<file path="src/hdl/gnms_pkg.sv">
// shared constants, types and helpers for the gradient non-maximum suppression block
package gnms_pkg;

   localparam int MAX_WIDTH   = 1024;
   localparam int COMP_BITS   = 16;
   localparam int COL_BITS    = $clog2(MAX_WIDTH);
   localparam int WID_BITS    = COL_BITS + 1;
   localparam int HEIGHT_BITS = 16;
   localparam int VEC_BITS    = 2 * COMP_BITS;
   localparam int SQ_BITS     = 2 * COMP_BITS;
   localparam int NORM_BITS   = SQ_BITS + 1;
   localparam int LINE_BITS   = 2 * VEC_BITS;

   localparam int CSR_WIDTH_BITS  = 11;
   localparam int CSR_HEIGHT_BITS = 16;
   localparam int CSR_DATA_BITS   = 16;
   localparam int CSR_INDEX_BITS  = 1;

   localparam logic [CSR_INDEX_BITS-1:0] CSR_FRAME_WIDTH  = 1'd0;
   localparam logic [CSR_INDEX_BITS-1:0] CSR_FRAME_HEIGHT = 1'd1;

   localparam logic [CSR_WIDTH_BITS-1:0]  RESET_FRAME_WIDTH  = 11'd640;
   localparam logic [CSR_HEIGHT_BITS-1:0] RESET_FRAME_HEIGHT = 16'd480;

   typedef struct packed {
      logic                   valid;
      logic                   emit;
      logic                   last;
      logic [COL_BITS-1:0]    pos_x;
      logic [HEIGHT_BITS-1:0] pos_y;
      logic [VEC_BITS-1:0]    top;
      logic [VEC_BITS-1:0]    mid;
      logic [VEC_BITS-1:0]    pix;
   } column_type;

   typedef struct packed {
      logic                   valid;
      logic [COL_BITS-1:0]    pos_x;
      logic [HEIGHT_BITS-1:0] pos_y;
      logic [COMP_BITS-1:0]   kept_x;
      logic [COMP_BITS-1:0]   kept_y;
      logic                   is_kept;
      logic                   last;
   } result_type;

   typedef struct packed {
      logic nz;
      logic neg;
   } offset_type;

   typedef struct packed {
      offset_type dx;
      offset_type dy;
   } dir_type;

   // offset along one axis: sign of c when 7*c*c >= o*o
   function automatic offset_type axis_offset(
      input logic                 c_zero,
      input logic                 c_neg,
      input logic [SQ_BITS-1:0]   sq_c,
      input logic [SQ_BITS-1:0]   sq_o
   );
      offset_type             off;
      logic [SQ_BITS+2:0]     seven_c;
      seven_c = ({3'b000, sq_c} << 3) - {3'b000, sq_c};
      off.nz  = !c_zero && !(seven_c < {3'b000, sq_o});
      off.neg = c_neg;
      return off;
   endfunction

endpackage

</file>
<file path="src/hdl/gnms_window.sv">
// squared norms, 3x3 window and the suppression decision
module gnms_window import gnms_pkg::*; (
   input  logic       clock,
   input  logic       reset,
   input  logic       move,
   input  column_type col,
   output result_type res
);

   function automatic logic [COMP_BITS-1:0] abs_comp(input logic [COMP_BITS-1:0] v);
      return v[COMP_BITS-1] ? (~v + COMP_BITS'(1)) : v;
   endfunction

   logic [VEC_BITS-1:0]    col_vec [3];
   logic [COMP_BITS-1:0]   abs_x [3];
   logic [COMP_BITS-1:0]   abs_y [3];
   logic [SQ_BITS-1:0]     sqx_in [3];
   logic [SQ_BITS-1:0]     sqy_in [3];

   logic                   s2_valid_ff, s2_emit_ff, s2_last_ff;
   logic [COL_BITS-1:0]    s2_pos_x_ff;
   logic [HEIGHT_BITS-1:0] s2_pos_y_ff;
   logic [VEC_BITS-1:0]    s2_mid_ff;
   logic [SQ_BITS-1:0]     s2_sqx_ff [3];
   logic [SQ_BITS-1:0]     s2_sqy_ff [3];

   logic [NORM_BITS-1:0]   norm_in [3];
   dir_type                dir_in;

   logic [NORM_BITS-1:0]   norm_ff [3][3];
   logic [VEC_BITS-1:0]    cen_vec_ff, nxt_vec_ff;
   dir_type                cen_dir_ff, nxt_dir_ff;

   logic                   s3_valid_ff, s3_emit_ff, s3_last_ff;
   logic [COL_BITS-1:0]    s3_pos_x_ff;
   logic [HEIGHT_BITS-1:0] s3_pos_y_ff;

   logic [1:0]             fwd_r, fwd_c, bwd_r, bwd_c;
   logic [NORM_BITS-1:0]   self_norm, fwd_norm, bwd_norm;
   logic                   kept;

   always_comb begin
      col_vec[0] = col.top;
      col_vec[1] = col.mid;
      col_vec[2] = col.pix;
      for (int i = 0; i < 3; i++) begin
         abs_x[i]  = abs_comp(col_vec[i][COMP_BITS-1:0]);
         abs_y[i]  = abs_comp(col_vec[i][VEC_BITS-1:COMP_BITS]);
         sqx_in[i] = abs_x[i] * abs_x[i];
         sqy_in[i] = abs_y[i] * abs_y[i];
      end
   end

   always_ff @(posedge clock) begin
      if (reset) begin
         s2_valid_ff <= 1'b0;
      end else if (move) begin
         s2_valid_ff <= col.valid;
      end
   end

   always_ff @(posedge clock) begin
      if (move && col.valid) begin
         s2_emit_ff  <= col.emit;
         s2_last_ff  <= col.last;
         s2_pos_x_ff <= col.pos_x;
         s2_pos_y_ff <= col.pos_y;
         s2_mid_ff   <= col.mid;
         for (int i = 0; i < 3; i++) begin
            s2_sqx_ff[i] <= sqx_in[i];
            s2_sqy_ff[i] <= sqy_in[i];
         end
      end
   end

   always_comb begin
      for (int i = 0; i < 3; i++) begin
         norm_in[i] = {1'b0, s2_sqx_ff[i]} + {1'b0, s2_sqy_ff[i]};
      end
      dir_in.dx = axis_offset(s2_mid_ff[COMP_BITS-1:0] == '0, s2_mid_ff[COMP_BITS-1],
                              s2_sqx_ff[1], s2_sqy_ff[1]);
      dir_in.dy = axis_offset(s2_mid_ff[VEC_BITS-1:COMP_BITS] == '0, s2_mid_ff[VEC_BITS-1],
                              s2_sqy_ff[1], s2_sqx_ff[1]);
   end

   always_ff @(posedge clock) begin
      if (reset) begin
         s3_valid_ff <= 1'b0;
         cen_vec_ff  <= '0;
         nxt_vec_ff  <= '0;
         cen_dir_ff  <= '0;
         nxt_dir_ff  <= '0;
         for (int r = 0; r < 3; r++) begin
            for (int c = 0; c < 3; c++) begin
               norm_ff[r][c] <= '0;
            end
         end
      end else if (move) begin
         s3_valid_ff <= s2_valid_ff;
         if (s2_valid_ff) begin
            for (int r = 0; r < 3; r++) begin
               norm_ff[r][0] <= norm_ff[r][1];
               norm_ff[r][1] <= norm_ff[r][2];
               norm_ff[r][2] <= norm_in[r];
            end
            cen_vec_ff <= nxt_vec_ff;
            nxt_vec_ff <= s2_mid_ff;
            cen_dir_ff <= nxt_dir_ff;
            nxt_dir_ff <= dir_in;
         end
      end
   end

   always_ff @(posedge clock) begin
      if (move && s2_valid_ff) begin
         s3_emit_ff  <= s2_emit_ff;
         s3_last_ff  <= s2_last_ff;
         s3_pos_x_ff <= s2_pos_x_ff;
         s3_pos_y_ff <= s2_pos_y_ff;
      end
   end

   always_comb begin
      fwd_r = !cen_dir_ff.dy.nz ? 2'd1 : (cen_dir_ff.dy.neg ? 2'd0 : 2'd2);
      fwd_c = !cen_dir_ff.dx.nz ? 2'd1 : (cen_dir_ff.dx.neg ? 2'd0 : 2'd2);
      bwd_r = 2'd2 - fwd_r;
      bwd_c = 2'd2 - fwd_c;
      self_norm = norm_ff[1][1];
      fwd_norm  = norm_ff[fwd_r][fwd_c];
      bwd_norm  = norm_ff[bwd_r][bwd_c];
      kept = (cen_vec_ff != '0) && (self_norm >= fwd_norm) && (self_norm >= bwd_norm);

      res.valid   = s3_valid_ff && s3_emit_ff;
      res.pos_x   = s3_pos_x_ff;
      res.pos_y   = s3_pos_y_ff;
      res.kept_x  = kept ? cen_vec_ff[COMP_BITS-1:0] : '0;
      res.kept_y  = kept ? cen_vec_ff[VEC_BITS-1:COMP_BITS] : '0;
      res.is_kept = kept;
      res.last    = s3_last_ff;
   end

endmodule

</file>
<file path="config.mk">
export PLATFORM = sky130hd
export DESIGN_NAME = gnms_window
export DESIGN_NICKNAME = d
export VERILOG_FILES = /design/src/hdl/gnms_pkg.sv /design/src/hdl/gnms_window.sv
export SDC_FILE = /design/constraint.sdc
export NUM_CORES = 2
export LEC_CHECK = 0
export BUFFER_PORTS_ARGS = -buffer_cell sky130_fd_sc_hd__buf_2
export CORE_UTILIZATION = 45
export CTS_CLUSTER_SIZE = 14
export DETAILED_ROUTE_END_ITERATION = 12
export PLACE_DENSITY = 0.59
export SYNTH_ARGS = -nofsm -noshare
export SYNTH_HDL_FRONTEND = slang
export SYNTH_SLANG_ARGS = --single-unit
</file>
<file path="constraint.sdc">
create_clock -name clock -period 12.9 [get_ports clock]
set_input_delay 2.58 -clock clock [delete_from_list [all_inputs] [get_ports clock]]
set_output_delay 2.58 -clock clock [all_outputs]
set_load 0.02 [all_outputs]
</file>
==> results.md <==
* Mapped Cells at a little under 8000
* Nets at slightly below 10000
* Maximum clock rate at 94.0 MHz
* Avg Vias per Cell at approximately 5.3
* Ys flop type: edfxtp_1
* Placer Congestion at ~0.93
* Syn_area_per_cell at 9.94 um2
* Share of the synthesized area in the top cell type at 25.4%
* Most common cell after layout, fill and taps aside: inv_1
* Iter 0 DRT Violations at roughly 3500
* Hold Path Cell Cnt at 0
* Instance count on the critical path at 32
* Max-cap violation count at 0
* FF+latch count, synth at between 600 and 700
* H-tree depth at 3
* Min cycle time layout at roughly 11 ns
* Dominant cell type by area after synthesis: fa_1
* DP HPWL at around 160 mm
* Initial antenna violation count at 3
* Worst-path fanout max at 18
* Cells taking the most area after synthesis: fa_1 (25%), edfxtp_1 (22%), ha_1 (14%), inv_1 (7.0%), nor2_1 (3.2%)
* RSZ-0062 raised after global routing: false
* Number of remaining DRC errors at 0
* Routed Wire Length at between 150 and 200 mm
* Post-Place Setup Slack at about 1.6 ns
* Drt first pass iters at 6
* CTS tree: yes
* Worst Setup End Kind: register
* Longest Clk Path Bufs at 3
* Worst path most repeated cell: inv_1
* Final Util at 49.2%
* Slew margin rel. at around 22%
* Yosys warnings at 0
* Worst EP required at ~13 ns
* Hold-fix buffers, CTS at 0
* Vias in the first global route at 57100
* Final Hold Vio Count at 0
* Setup CP Type: in2reg
* Worst-path clk slew at 0.05 ns
* Commonest non-fill, non-tap cells in the layout: inv_1 (1443), fa_1 (979), ha_1 (856)
* Die extent in x at roughly 420 um
* CTS resizes at 0
* Die ar. at ~0.17 mm2
* Slew Limit Fails at 0
* Initial Utilization at between 40% and 50%
* GRT Resource Usage Total at 22.7%
* Via count at roughly 54000
* CORE AREA at 0.170 mm2
* Share of cells above drive strength 1 at 6.96%
* Sequential-to-total area share from yosys stat at 23.9%
* Top-Level Pins at 189
* CTS Buf Count at 76
* Post-Syn Area at 0.0773 mm2
* Post-synth ARST share at 0%
* CTS root buf: clkbuf_16
* # rows at around 150
* Area growth, synth to finish at 8.25%
* Outcome: complete, no violations
* Netlist cell types at 83
* FF-to-FF path depth at 21
* Die Span Y at approximately 420 um
* CP Buf/Inv Count at 10
* WL per Instance at 18.7 um
* Worst Hold Class: reg2reg
* Slowest cell on the critical path: xor2_1
* Largest net degree at the start of global routing at about 140
* Worst-Skew Late Latency at ~0.7 ns
* Fin Setup TNS at 0 ns
* CP arrival at around 11 ns
* Port Buffer Count at between 150 and 200
* Clock Sinks at around 640
* # setup viols final at 0
* Max Clock Skew at 0.0291 ns
* Final Worst Setup Slack at 2.26 ns
* Worst Tran Pin Value at about 1.2 ns
* CP max stage delay at 0.58 ns
* Detail Route Antenna Nets at 0
* Gr ovfl total at 0
* EDFF count, synth at about 570
* Cell family contributing the most delay on the critical path: adder cells
* Crit path launch type: input port
* Global-route wire length before repair at roughly 310 mm
* Final worst path period share at between 80% and 90%
* Post-CTS setup buffer count at 0
routing by layer:
metal | global-route usage (%) | part of all wire, %
met1 | 29.5 | 43
met2 | 39.2 | 49
met3 | 2.43 | 4.4
met4 | 8.14 | 3.8
met5 | 0 | 0.0036
metrics by stage:
step | instance area, um2 | hold slack [ns] | instances
finish | 83700 | 0.417 | 10300
global route | 83700 | 0.424 | 10300
CTS | 83700 | 0.419 | 10300
detailed placement | 81100 | 0.405 | 10100
global placement | 81100 | 0.401 | 10100
floorplan | 77500 | 0.400 | 7842
final timing paths:
| kind | from | end | slack, ns |
|---|---|---|---|
| max reg2reg | s2_mid_ff[16] | nxt_dir_ff[1] | 7.05 |
| min reg2reg | s2_pos_x_ff[2] | s3_pos_x_ff[2] | 0.42 |
| max | col[32] | s2_sqx_ff[0][62] | 2.26 |
| min | s2_pos_x_ff[2] | s3_pos_x_ff[2] | 0.42 |
sequential cells by signal (all words and copies together), names as in the netlist:
signal,flops
norm_ff,297
s2_sqx_ff,92
s2_sqy_ff,92
cen_vec_ff,32
nxt_vec_ff,32
s2_mid_ff,32
s2_pos_y_ff,16
s3_pos_y_ff,16
s2_pos_x_ff,10
s3_pos_x_ff,10
cen_dir_ff,2
nxt_dir_ff,2
s2_emit_ff,1
s2_last_ff,1
s2_valid_ff,1
s3_emit_ff,1
s3_last_ff,1
s3_valid_ff,1
kinds of logic (layout without fill, tap and decap cells):
kind of cell,Yosys count,count (layout),share of synthesized area [%]
AND/OR/NAND/NOR,1947,1947,11.5
adder cells (fa/ha/maj),1835,1835,39.2
buffers and inverters,1681,1885,8.20
AO/OA/AOI/OAI,1105,1105,9.21
flip-flops,639,639,23.9
XOR/XNOR,401,401,4.56
multiplexers,167,167,3.34
other,2,68,0.00972
cells in the mapped netlist, types with 7 or more instances:
| master | instances |
|---|---|
| and2_1 | 259 |
| o21ai_0 | 138 |
| inv_1 | 1444 |
| or2_2 | 11 |
| edfxtp_1 | 569 |
| a21o_1 | 183 |
| a31oi_1 | 32 |
| nand2b_1 | 40 |
| or4_1 | 13 |
| nand2_1 | 620 |
| a221o_1 | 8 |
| xor2_1 | 140 |
| clkbuf_1 | 174 |
| a21boi_0 | 9 |
| or3_1 | 19 |
| clkinv_1 | 37 |
| mux4_2 | 66 |
| xnor2_1 | 259 |
| o21a_1 | 54 |
| and4_1 | 11 |
| a21oi_1 | 381 |
| o211ai_1 | 14 |
| o31ai_1 | 33 |
| o41ai_1 | 20 |
| nor3b_1 | 7 |
| o22ai_1 | 7 |
| nor2_1 | 653 |
| ha_1 | 856 |
| nor3_1 | 86 |
| a2111oi_0 | 7 |
| fa_1 | 979 |
| dfxtp_1 | 70 |
| o21ai_1 | 10 |
| nor4_1 | 34 |
| a211oi_1 | 106 |
| o21bai_1 | 29 |
| buf_1 | 11 |
| mux2_2 | 66 |
| nand3_1 | 45 |
| mux2i_1 | 35 |
| and3_1 | 24 |
| nor2b_1 | 52 |
| nand4_1 | 59 |
cell type report:
type                       instances  area, um2
clock inverter                    41        489
tap                             2218       2780
multi-input combinational       5522      52800
sequential                       639      18500
timing repair buffer             261       1510
antenna                            1       2.50
clock buffer                      96       2040
fill                           15800      86400
inverter                        1487       5590
Power is left out: the tool's default activity adds up to more than one toggle a clock period on the data nets, which glitch-free logic cannot reach.
